**src/rtl/pf48_pkg.sv**
```systemverilog
// ============================================================================
// pf48_pkg
// Shared types and codes for the 4 by 8 Playfair cipher block.
// ============================================================================
package pf48_pkg;

    // Square geometry: 4 rows of 8 columns, 32 letters.
    localparam int unsigned LetterW = 5;
    localparam int unsigned RowW    = 2;
    localparam int unsigned ColW    = 3;
    localparam int unsigned SqSize  = 32;
    localparam int unsigned FillW   = 6;

    typedef logic [LetterW-1:0] letter_t;
    typedef logic [RowW-1:0]    row_t;
    typedef logic [ColW-1:0]    col_t;

    // Command codes.
    localparam logic [2:0] CMD_CLEAR  = 3'd0;
    localparam logic [2:0] CMD_ADD    = 3'd1;
    localparam logic [2:0] CMD_FINISH = 3'd2;
    localparam logic [2:0] CMD_ENC    = 3'd3;
    localparam logic [2:0] CMD_DEC    = 3'd4;

    // Status codes.
    localparam logic [1:0] STS_DONE    = 2'd0;
    localparam logic [1:0] STS_DUP     = 2'd1;
    localparam logic [1:0] STS_REFUSED = 2'd2;

    // Letter that stands in for a missing or repeated second letter.
    localparam letter_t PAD_LETTER = 5'd28;

    // Cyclic steps within a row (columns) and within a column (rows).
    localparam col_t COL_STEP_ENC = 3'd1;
    localparam col_t COL_STEP_DEC = 3'd7;
    localparam row_t ROW_STEP_ENC = 2'd1;
    localparam row_t ROW_STEP_DEC = 2'd3;

    localparam letter_t LAST_LETTER = 5'd31;

    typedef enum logic [1:0] {
        ST_IDLE,
        ST_FILL,
        ST_POS,
        ST_DONE
    } state_t;

endpackage

```
**src/rtl/pf48_req_if.sv**
```systemverilog
// ============================================================================
// pf48_req_if
// Command channel: valid/ready handshake carrying one command word.
// ============================================================================
interface pf48_req_if;
    logic       valid;
    logic       ready;
    logic [2:0] cmd;
    logic [4:0] first_letter;
    logic [4:0] second_letter;
    logic       second_present;

    modport source (
        output valid, cmd, first_letter, second_letter, second_present,
        input  ready
    );

    modport sink (
        input  valid, cmd, first_letter, second_letter, second_present,
        output ready
    );
endinterface

```
**src/rtl/pf48_res_if.sv**
```systemverilog
// ============================================================================
// pf48_res_if
// Result channel: valid/ready handshake carrying one result word.
// ============================================================================
interface pf48_res_if;
    logic       valid;
    logic       ready;
    logic [4:0] out_first;
    logic [4:0] out_second;
    logic [1:0] status;
    logic       square_ready;

    modport source (
        output valid, out_first, out_second, status, square_ready,
        input  ready
    );

    modport sink (
        input  valid, out_first, out_second, status, square_ready,
        output ready
    );
endinterface

```
**src/rtl/playfair_4x8_cipher.sv**
```systemverilog
// ============================================================================
// playfair_4x8_cipher
// Playfair cipher on a 4 by 8 square of a 32-letter alphabet, with commands
// that build the square and commands that encrypt or decrypt one pair.
// ============================================================================
// Clear, add key letter and refused commands go straight to the done state;
// encrypt and decrypt first pass the position state, and finish first walks
// the 32 letters in the fill state. A new word is taken the cycle after the
// result register loads, and that load waits while the result channel is
// stalled, so no new word is taken before the last result has been loaded.
// Reset clears the sequencer, fill count, ready flag and placed bits; the two
// memories are not cleared, and their reads are only used once every entry is written.
// ============================================================================
module playfair_4x8_cipher (
    input  logic       clk,
    input  logic       rst_n,
    pf48_req_if.sink   request,
    pf48_res_if.source result
);
    import pf48_pkg::*;

    // Sequencer and square bookkeeping.
    state_t               state_reg, state_next;
    logic [FillW-1:0]     fill_count_reg, fill_count_next;
    logic                 ready_flag_reg, ready_flag_next;
    logic [SqSize-1:0]    placed_reg, placed_next;
    letter_t              walk_reg, walk_next;
    logic                 decrypt_reg, decrypt_next;
    logic                 cipher_reg, cipher_next;
    logic [1:0]           status_reg, status_next;

    // Result register, which parts the sequencer from the result channel.
    logic                 out_valid_reg;
    letter_t              out_first_reg;
    letter_t              out_second_reg;
    logic [1:0]           out_status_reg;
    logic                 out_ready_reg;
    logic                 out_load;

    // Memories: letter at each square position and position of each letter.
    letter_t              sq_mem  [SqSize];
    letter_t              pos_mem [SqSize];
    logic                 wr_en;
    letter_t              wr_pos;
    letter_t              wr_letter;
    letter_t              pos_rd_a_reg, pos_rd_b_reg;
    letter_t              sq_rd_a_reg, sq_rd_b_reg;
    logic                 sq_rd_en;
    letter_t              second_eff;
    letter_t              target_a, target_b;

    // Cipher geometry taken from the two looked-up positions.
    row_t                 row_a, row_b;
    col_t                 col_a, col_b;
    row_t                 row_step;
    col_t                 col_step;

    // When encrypting, a missing second letter or one equal to the first is
    // replaced by the pad letter before its position is looked up.
    always_comb
    begin
        if ((request.cmd == CMD_ENC)
            && (!request.second_present || (request.second_letter == request.first_letter)))
        begin
            second_eff = PAD_LETTER;
        end
        else
        begin
            second_eff = request.second_letter;
        end
    end

    // Target positions. Same row shifts the column, same column shifts the
    // row, and otherwise each letter keeps its row and takes the other column.
    always_comb
    begin
        row_a    = pos_rd_a_reg[LetterW-1:ColW];
        col_a    = pos_rd_a_reg[ColW-1:0];
        row_b    = pos_rd_b_reg[LetterW-1:ColW];
        col_b    = pos_rd_b_reg[ColW-1:0];
        row_step = decrypt_reg ? ROW_STEP_DEC : ROW_STEP_ENC;
        col_step = decrypt_reg ? COL_STEP_DEC : COL_STEP_ENC;
        if (row_a == row_b)
        begin
            target_a = {row_a, col_t'(col_a + col_step)};
            target_b = {row_b, col_t'(col_b + col_step)};
        end
        else if (col_a == col_b)
        begin
            target_a = {row_t'(row_a + row_step), col_a};
            target_b = {row_t'(row_b + row_step), col_b};
        end
        else
        begin
            target_a = {row_a, col_b};
            target_b = {row_b, col_a};
        end
    end

    // Sequencer: state register and bookkeeping.
    always_ff @(posedge clk or negedge rst_n)
    begin
        if (!rst_n)
        begin
            state_reg      <= ST_IDLE;
            fill_count_reg <= '0;
            ready_flag_reg <= 1'b0;
            placed_reg     <= '0;
            walk_reg       <= '0;
            decrypt_reg    <= 1'b0;
            cipher_reg     <= 1'b0;
            status_reg     <= STS_DONE;
        end
        else
        begin
            state_reg      <= state_next;
            fill_count_reg <= fill_count_next;
            ready_flag_reg <= ready_flag_next;
            placed_reg     <= placed_next;
            walk_reg       <= walk_next;
            decrypt_reg    <= decrypt_next;
            cipher_reg     <= cipher_next;
            status_reg     <= status_next;
        end
    end

    // Next state and control. A word is taken only in the idle state; clear
    // and add key letter finish in the accept cycle itself, the finish walk
    // checks one letter per cycle and places it if it is missing, and a cipher
    // pair does its letter reads in the position state once its two positions are known.
    always_comb
    begin
        state_next      = state_reg;
        fill_count_next = fill_count_reg;
        ready_flag_next = ready_flag_reg;
        placed_next     = placed_reg;
        walk_next       = walk_reg;
        decrypt_next    = decrypt_reg;
        cipher_next     = cipher_reg;
        status_next     = status_reg;
        wr_en           = 1'b0;
        wr_pos          = fill_count_reg[LetterW-1:0];
        wr_letter       = request.first_letter;
        sq_rd_en        = 1'b0;
        out_load        = 1'b0;
        request.ready   = (state_reg == ST_IDLE);

        unique case (state_reg)
            ST_IDLE:
            begin
                if (request.valid)
                begin
                    cipher_next  = 1'b0;
                    status_next  = STS_DONE;
                    decrypt_next = (request.cmd == CMD_DEC);
                    state_next   = ST_DONE;
                    unique case (request.cmd)
                        CMD_CLEAR:
                        begin
                            placed_next     = '0;
                            fill_count_next = '0;
                            ready_flag_next = 1'b0;
                        end
                        CMD_ADD:
                        begin
                            if (ready_flag_reg)
                            begin
                                status_next = STS_REFUSED;
                            end
                            else if (placed_reg[request.first_letter])
                            begin
                                status_next = STS_DUP;
                            end
                            else
                            begin
                                wr_en                             = 1'b1;
                                placed_next[request.first_letter] = 1'b1;
                                fill_count_next = fill_count_reg + FillW'(1);
                            end
                        end
                        CMD_FINISH:
                        begin
                            if (ready_flag_reg)
                            begin
                                status_next = STS_REFUSED;
                            end
                            else
                            begin
                                walk_next  = '0;
                                state_next = ST_FILL;
                            end
                        end
                        CMD_ENC, CMD_DEC:
                        begin
                            if (!ready_flag_reg)
                            begin
                                status_next = STS_REFUSED;
                            end
                            else
                            begin
                                cipher_next = 1'b1;
                                state_next  = ST_POS;
                            end
                        end
                        default:
                        begin
                            status_next = STS_REFUSED;
                        end
                    endcase
                end
            end
            ST_FILL:
            begin
                wr_letter = walk_reg;
                if (!placed_reg[walk_reg])
                begin
                    wr_en                 = 1'b1;
                    placed_next[walk_reg] = 1'b1;
                    fill_count_next       = fill_count_reg + FillW'(1);
                end
                if (walk_reg == LAST_LETTER)
                begin
                    ready_flag_next = 1'b1;
                    state_next      = ST_DONE;
                end
                else
                begin
                    walk_next = walk_reg + LetterW'(1);
                end
            end
            ST_POS:
            begin
                sq_rd_en   = 1'b1;
                state_next = ST_DONE;
            end
            ST_DONE:
            begin
                if (!out_valid_reg || result.ready)
                begin
                    out_load   = 1'b1;
                    state_next = ST_IDLE;
                end
            end
            default:
            begin
                state_next = ST_IDLE;
            end
        endcase
    end

    // Memory write port, shared by key letters and the finish walk.
    always_ff @(posedge clk)
    begin
        if (wr_en)
        begin
            sq_mem[wr_pos]     <= wr_letter;
            pos_mem[wr_letter] <= wr_pos;
        end
    end

    // Position lookups follow the offered word while idle, so both positions
    // are ready the cycle after a cipher pair is accepted.
    always_ff @(posedge clk)
    begin
        if (state_reg == ST_IDLE)
        begin
            pos_rd_a_reg <= pos_mem[request.first_letter];
            pos_rd_b_reg <= pos_mem[second_eff];
        end
    end

    // Letter reads at the two target positions.
    always_ff @(posedge clk)
    begin
        if (sq_rd_en)
        begin
            sq_rd_a_reg <= sq_mem[target_a];
            sq_rd_b_reg <= sq_mem[target_b];
        end
    end

    // Result register valid flag.
    always_ff @(posedge clk or negedge rst_n)
    begin
        if (!rst_n)
        begin
            out_valid_reg <= 1'b0;
        end
        else if (out_load)
        begin
            out_valid_reg <= 1'b1;
        end
        else if (result.ready)
        begin
            out_valid_reg <= 1'b0;
        end
    end

    // Result payload. Letters are zero unless a cipher pair was worked.
    always_ff @(posedge clk)
    begin
        if (out_load)
        begin
            out_first_reg  <= cipher_reg ? sq_rd_a_reg : '0;
            out_second_reg <= cipher_reg ? sq_rd_b_reg : '0;
            out_status_reg <= status_reg;
            out_ready_reg  <= ready_flag_reg;
        end
    end

    assign result.valid        = out_valid_reg;
    assign result.out_first    = out_first_reg;
    assign result.out_second   = out_second_reg;
    assign result.status       = out_status_reg;
    assign result.square_ready = out_ready_reg;

endmodule
```
**src/flat_wrapper.sv**
```systemverilog
// flat-port wrapper written by rule: the top's interface ports become plain ports
module playfair_4x8_cipher_flat import pf48_pkg::*;
  (clk, rst_n, request_valid, request_cmd, request_first_letter, request_second_letter, request_second_present, request_ready, result_valid, result_out_first, result_out_second, result_status, result_square_ready, result_ready);
  pf48_req_if request_i ();
  pf48_res_if result_i ();
  input  logic clk;
  input  logic rst_n;
  input wire logic [$bits(request_i.valid)-1:0] request_valid;
  input wire logic [$bits(request_i.cmd)-1:0] request_cmd;
  input wire logic [$bits(request_i.first_letter)-1:0] request_first_letter;
  input wire logic [$bits(request_i.second_letter)-1:0] request_second_letter;
  input wire logic [$bits(request_i.second_present)-1:0] request_second_present;
  output wire logic [$bits(request_i.ready)-1:0] request_ready;
  output wire logic [$bits(result_i.valid)-1:0] result_valid;
  output wire logic [$bits(result_i.out_first)-1:0] result_out_first;
  output wire logic [$bits(result_i.out_second)-1:0] result_out_second;
  output wire logic [$bits(result_i.status)-1:0] result_status;
  output wire logic [$bits(result_i.square_ready)-1:0] result_square_ready;
  input wire logic [$bits(result_i.ready)-1:0] result_ready;
  assign request_i.valid = request_valid;
  assign request_i.cmd = request_cmd;
  assign request_i.first_letter = request_first_letter;
  assign request_i.second_letter = request_second_letter;
  assign request_i.second_present = request_second_present;
  assign request_ready = request_i.ready;
  assign result_valid = result_i.valid;
  assign result_out_first = result_i.out_first;
  assign result_out_second = result_i.out_second;
  assign result_status = result_i.status;
  assign result_square_ready = result_i.square_ready;
  assign result_i.ready = result_ready;
  playfair_4x8_cipher u_core (.clk(clk), .rst_n(rst_n), .request(request_i), .result(result_i));
endmodule
```
**config.mk**
```make
export PLATFORM = sky130hd
export DESIGN_NAME = playfair_4x8_cipher_flat
export DESIGN_NICKNAME = d
export VERILOG_FILES = /design/src/rtl/pf48_pkg.sv /design/src/rtl/pf48_req_if.sv /design/src/rtl/pf48_res_if.sv /design/src/rtl/playfair_4x8_cipher.sv /design/src/flat_wrapper.sv
export SDC_FILE = /design/constraint.sdc
export NUM_CORES = 1
export LEC_CHECK = 0
export ABC_AREA = 0
export BUFFER_PORTS_ARGS = -buffer_cell sky130_fd_sc_hd__buf_2
export CAP_MARGIN = 10
export CORE_UTILIZATION = 55
export CTS_CLUSTER_DIAMETER = 200
export DETAILED_ROUTE_END_ITERATION = 10
export PLACE_DENSITY_LB_ADDON = 0.2
export SYNTH_ARGS = -nofsm -noshare
export SYNTH_HDL_FRONTEND = slang
export SYNTH_SLANG_ARGS = --single-unit
```
**constraint.sdc**
```tcl
create_clock -name clk -period 5.42 [get_ports clk]
set_input_delay 1.084 -clock clk [delete_from_list [all_inputs] [get_ports clk]]
set_output_delay 1.084 -clock clk [all_outputs]
set_load 0.02 [all_outputs]
```
==> results of run 1 <==
layout make-up:
| type | instances | share of cell area [%] |
|---|---|---|
| clock buffers | 46 | 4.73 |
| clock inverters | 32 | 2.36 |
| inverters | 25 | 0.416 |
| multi-input cells | 1020 | 35.3 |
| flip-flops and latches | 403 | 52.6 |
| well taps | 468 | 2.60 |
| repair buffers | 64 | 2.01 |
layer usage:
| metal | global-route usage, % | vias to the layer above |
|---|---|---|
| met3 | 5.03 | 151 |
| met5 | 0 | - |
| li1 | - | 6134 |
| met4 | 11.7 | 0 |
| met1 | 41.8 | 7131 |
| met2 | 48.1 | 868 |
worst max path at each step:
stage                     cells after the start                     to
final                                         8  u_core.pos_mem[20][3]
after global routing                          8  u_core.pos_mem[20][3]
after CTS                                     8  u_core.pos_mem[20][3]
after detailed placement                      6  u_core.pos_mem[17][0]
after global placement                        6  u_core.pos_mem[17][2]
after floorplan                              10   u_core.sq_mem[13][0]
synth_stat cells (5+ instances only):
| library cell | number | area, sq um |
|---|---|---|
| nand2b_1 | 20 | 125 |
| and3_1 | 48 | 300 |
| o221ai_1 | 9 | 78.8 |
| buf_4 | 6 | 45.0 |
| a21oi_1 | 56 | 280 |
| clkbuf_1 | 68 | 255 |
| o211ai_1 | 9 | 67.6 |
| and2_1 | 14 | 87.6 |
| inv_1 | 25 | 93.8 |
| nand3b_1 | 12 | 90.1 |
| a32oi_1 | 5 | 43.8 |
| nor3_1 | 10 | 50.1 |
| mux2_2 | 8 | 90.1 |
| nor4_1 | 11 | 68.8 |
| or3_1 | 13 | 81.3 |
| edfxtp_1 | 353 | 10600 |
| dfrtp_1 | 50 | 1250 |
| buf_2 | 29 | 145 |
| nand3_1 | 24 | 120 |
| o22ai_1 | 78 | 488 |
| o21ai_0 | 35 | 175 |
| nor2b_1 | 9 | 56.3 |
| a221oi_1 | 5 | 43.8 |
| a21o_1 | 11 | 82.6 |
| a22oi_1 | 6 | 45.0 |
| xnor2_1 | 14 | 123 |
| ha_1 | 13 | 163 |
| nor2_1 | 115 | 432 |
| o31ai_1 | 6 | 45.0 |
| buf_1 | 12 | 45.0 |
| a22o_1 | 6 | 52.6 |
| nand2_1 | 178 | 668 |
| mux2i_1 | 63 | 631 |
| a31oi_1 | 44 | 275 |
| a211oi_1 | 40 | 300 |
| a311o_1 | 5 | 50.1 |
| mux4_2 | 106 | 2390 |
| xor2_1 | 5 | 43.8 |
through the flow:
stage                     area, sq um  setup slack [ns]  total power [mW]
final                           22500              1.42              11.9
after global placement          20900              1.09              8.42
after CTS                       22500              1.43              11.8
after floorplan                 20400              2.11              7.09
after detailed placement        20900              1.10              8.50
after global routing            22500              1.22              12.3
cell families after synthesis:
family | count (synthesis)
muxes | 177
xor gates and xnor gates | 19
buffers and inverters | 143
and+or+nand+nor | 471
DFF | 403
adders and majority gates | 15
AOI/OAI and AO/OA | 338
power groups by stage:
stage	clock, mW	combinational, mW	sequential [mW]
after floorplan	0	3.00	4.08
after global placement	0	4.25	4.17
after detailed placement	0	4.33	4.17
after CTS	3.35	4.34	4.11
after global routing	3.47	4.70	4.14
final	3.33	4.41	4.12
placed cells by master (no fill, tap or decap), types with 5 or more instances in the layout:
master / n
mux2i_1: 62
bufinv_16: 13
clkinv_2: 6
mux2_2: 8
a221oi_1: 5
inv_1: 25
o21ai_0: 35
o22ai_1: 78
clkinv_1: 6
and3_1: 48
and2_1: 14
nor4_1: 11
nor2_1: 115
nand3_1: 24
a22o_1: 6
o31ai_1: 6
clkbuf_16: 42
xor2_1: 5
a31oi_1: 44
a211oi_1: 40
nor3_1: 10
a22oi_1: 6
edfxtp_1: 353
a311o_1: 5
nand2b_1: 20
o211ai_1: 9
nor2b_1: 9
buf_4: 28
or3_1: 13
buf_2: 32
dfrtp_1: 49
nand3b_1: 12
ha_1: 13
o221ai_1: 9
mux4_2: 106
xnor2_1: 14
a21oi_1: 55
a21o_1: 11
nand2_1: 177
a32oi_1: 5
==> reports/qor.yml, run 1 <==
status: "completed"
synthSimpleGateAreaFrac_pct: 10.8
wl_per_cell_um: 27.1
cts_setup_buffers: 0
rows: 70
clock_skew_ns: 0.0326
rsz0062_at_grt: "false"
wl_met3_um: 5410
multiInputGateArea_sq_mm: 0.00797
synth_seq_cells: 403
dp_hpwl_um: 36900
syn_avg_cell_area_sq_um: 13.0
postCtsResizedCells: 0
cts.path.max_buffers: 3
crit_buf_inv: 3
crit_path_start: "u_core.state_reg[1]"
synth_edf_count: 353
first_pass_iters: 5
end_kind: "register"
synth.mux.area_fraction_pct: 15.2
vias: 14300
antenna_found_initial: 0
viasPerCell: 6.94
worst_pin_slew_ns: 1.26
finalNonFillerCells: 2058
maxCapViolCount: 0
die_w_um: 195
met1Wirelength_um: 21800
fin_util_pct: 61.7
p_seq_share_pct: 34.7
antenna-diode-count: 0
synth_top_family_by_area: "multiplexers"
setup_tns_ns: 0
drt_iter0_drc: 1860
port_buffers: 32
power_switching_mw: 4.39
ys_seq_area_share_pct: 58.1
postCtsHoldBufs: 0
synth_cell_type_count: 57
regArea_sq_mm: 0.0119
synth_flop_cell: "edfxtp_1"
layout.nets: 1589
n_fill_cell: 2751
core_area_sq_mm: 0.0365
cp.arrival_ns: 4.22
r2r_cells: 8
maxClockFrequency_ghz: 0.250
routed_wl_um: 55800
highest_layer: "met4"
power_frac_comb_pct: 37.2
drc_errors: 0
internal-power_mw: 7.47
maxSlewHeadroom_pct: 16.2
grt_overflow_total: 0
synth-xor-area-share_pct: 0.815
worstHoldStart: "u_core.status_reg[1]"
syn_inst: 1566
hold_path_class: "register to register"
peakVddDrop_uv: 387
placedCellCount: 1979
cp_slowest_cell: "nor3_1"
ant_nets: 0
crit_top_cell: "inv_1"
synthesis.nets: 1599
cp.required_ns: 5.64
worstSetupPathType: "register to register"
fin_crit_sh_pct: 73.8
swShare_pct: 37.0
critPathLaunchType: "register"
grt_pass1_wl_um: 85800
synth_fa_ha_area_share_pct: 0.993
area_delta_synth_final_pct: 10.5
synth_compound_area_share_pct: 11.0
cts_tree: "yes"
worstSkewPairLatency_ns: 0.59
crit_fanout: 22
cpLargestDelayFamily: "simple AND/OR/NAND/NOR gates"
h-tree-depth: 2
netlist_area_sq_mm: 0.0204
worstHoldEndpoint: "u_core.result.status[1]"
powerDensity_mw_per_mm2: 526
whs_ns: 0.478
grt_use_total_pct: 30.2
r2r_end: "u_core.pos_mem[20][3]"
whs_path_depth: 0
finalHoldViolCount: 0
synthArstFlopShare_pct: 12.4
grt_pass1_vias: 13800
clockRootBuffer: "clkbuf_16"
path_cells: "inv_1 > ha_1 > inv_1 > a21boi_0 > inv_1 > nor3_1 > nand2_1 > nor2_1"
gp_congestion: 0.934
wl_met2_um: 26600
cpPeakStageDelay_ns: 0.89
power.share.clock_pct: 28.1
yosysWarnings: 0
drive_gt1_share_pct: 16.5
start_util_pct: 55.9
numCtsBuffers: 42
setup_violations: 0
fin_crit_ns: 4.00
clock_sinks: 403
grt_max_degree: 51
r2r_slack_ns: 1.42
num_io_pins: 33
r2r_start: "u_core.state_reg[1]"
dieArea_sq_mm: 0.0379
path_clk_slew_ns: 0.06
power.leakage_nw: 7.85
slew_violations: 0
chipHeight_um: 195
Power figures use the tool's default switching activity.
==> run 2, diff against run 1 <==
- clock period: 5.42 -> 3.2 ns (I/O delays scaled with it)
==> run 2 against run 1 <==
Wire length is 0.92% higher. Maximum frequency up 29%. Largest power group unchanged. Non-clock buffer count grew 68.
==> reports/qor.yml, run 2 (synthesis results as in run 1) <==
routed_wl_um: 56400
p_total_mw: 20.0
postCtsHoldBufs: 0
rsz0062_at_grt: "false"
worstSetupPathType: "register to register"
place_ws_ns: 0.142
setup_violations: 0
area_delta_synth_final_pct: 12.9
rows: 70
h-tree-depth: 2
vias: 14400
viasPerCell: 6.78
drive_gt1_share_pct: 20.1
gp_congestion: 0.971
ant_nets: 0
n_fill_cell: 2732
cp.arrival_ns: 3.33
postCtsResizedCells: 0
hold_path_class: "primary input to async pin"
maxClockFrequency_ghz: 0.322
wl_met3_um: 4830
antenna_found_initial: 0
layout.nets: 1658
peakVddDrop_uv: 598
slew_violations: 0
first_pass_iters: 6
end_kind: "register"
grt_overflow_total: 0
core_area_sq_mm: 0.0365
path_clk_slew_ns: 0.06
clock_sinks: 403
worst_slack_ns: 0.0964
drt_iter0_drc: 1921
antenna-diode-count: 0
powerDensity_mw_per_mm2: 869
maxCapViolCount: 0
num_io_pins: 33
cts_setup_buffers: 0
mostFrequentLayoutCells: "353 x edfxtp_1, 177 x nand2_1, 110 x nor2_1"
path_cells: "buf_12 > mux2i_1 > o22ai_1 > mux4_2 > a311oi_2 > a2bb2oi_2 > nand2b_1 > buf_12 > nor2_1"
wl_met2_um: 26600
maxSlewHeadroom_pct: 36.3
numCtsBuffers: 43
fin_crit_ns: 3.10
crit_fanout: 22
fin_crit_sh_pct: 97.0
critPathLaunchType: "register"
worst_pin_slew_ns: 0.947
status: "completed"
cp_slowest_cell: "mux4_2"
fin_util_pct: 63.1
clockRootBuffer: "clkbuf_16"
cts_tree: "yes"
grt_pass1_wl_um: 85400
wl_per_cell_um: 26.5
cts.path.max_buffers: 3
grt_max_degree: 51
drc_errors: 0
dp_hpwl_um: 38400
cpLargestDelayFamily: "compound AO/OA/AOI/OAI gates"
grt_pass1_vias: 13800
crit_buf_inv: 2
start_util_pct: 55.9
die_w_um: 195
setup_tns_ns: 0
finalHoldViolCount: 0
dieArea_sq_mm: 0.0379
power.leakage_nw: 8.17
final_common_cell: "edfxtp_1"
placedCellCount: 2048
cp.required_ns: 3.43
grt_use_total_pct: 30.3
crit_top_cell: "buf_12"
finalNonFillerCells: 2127
port_buffers: 32
met1Wirelength_um: 22600
whs_ns: 0.0584
chipHeight_um: 195
place_area_sq_mm: 0.0216
clock_skew_ns: 0.0284
cpPeakStageDelay_ns: 0.47
worstSkewPairLatency_ns: 0.59
stdcell_area_sq_mm: 0.0230
highest_layer: "met4"
-- run 2: cell type report --
cell class	instances	area (sq um)	area share, %
sequential	403	11900	51.4
multi-input combinational	1020	7980	34.6
timing repair buffer	132	1140	4.93
clock buffer	49	1100	4.77
tap	468	586	2.54
clock inverter	30	292	1.27
inverter	25	93.8	0.407
-- run 2: worst register-to-register path, cell delays in order, from the launching register on --
cell       delay [ns]
dfrtp_1          0.37
buf_12           0.19
mux2i_1          0.25
o22ai_1          0.10
mux4_2           0.47
a311oi_2         0.45
a2bb2oi_2        0.20
nand2b_1         0.22
buf_12           0.16
nor2_1           0.35
-- run 2: where the power goes --
part | switching [mW] | internal (mW) | total (mW)
combinational | 5.06 | 3.13 | 8.19
clock | 2.11 | 2.82 | 4.93
sequential | 0.353 | 6.54 | 6.89
-- run 2: path summary, 6_finish.rpt --
kind                            cells after the start                      end            startpoint  slack, ns
worst max-delay path                                9     u_core.sq_mem[11][0]    u_core.walk_reg[1]        0.1
worst min-delay path                                1        u_core.cipher_reg                 rst_n       0.06
worst max register to register                      9     u_core.sq_mem[11][0]    u_core.walk_reg[1]        0.1
worst min register to register                      0  u_core.result.status[1]  u_core.status_reg[1]       0.47
max in group asynchronous                           2       u_core.walk_reg[3]                 rst_n       2.33
min in group clk                                    3      u_core.result.valid          result_ready       0.36
-- run 2: routing by layer --
layer  vias up  track usage, %
met3       135            5.26
met1      7198            42.1
met4         0            13.3
met2       830            47.2
li1       6259               -
met5         -               0
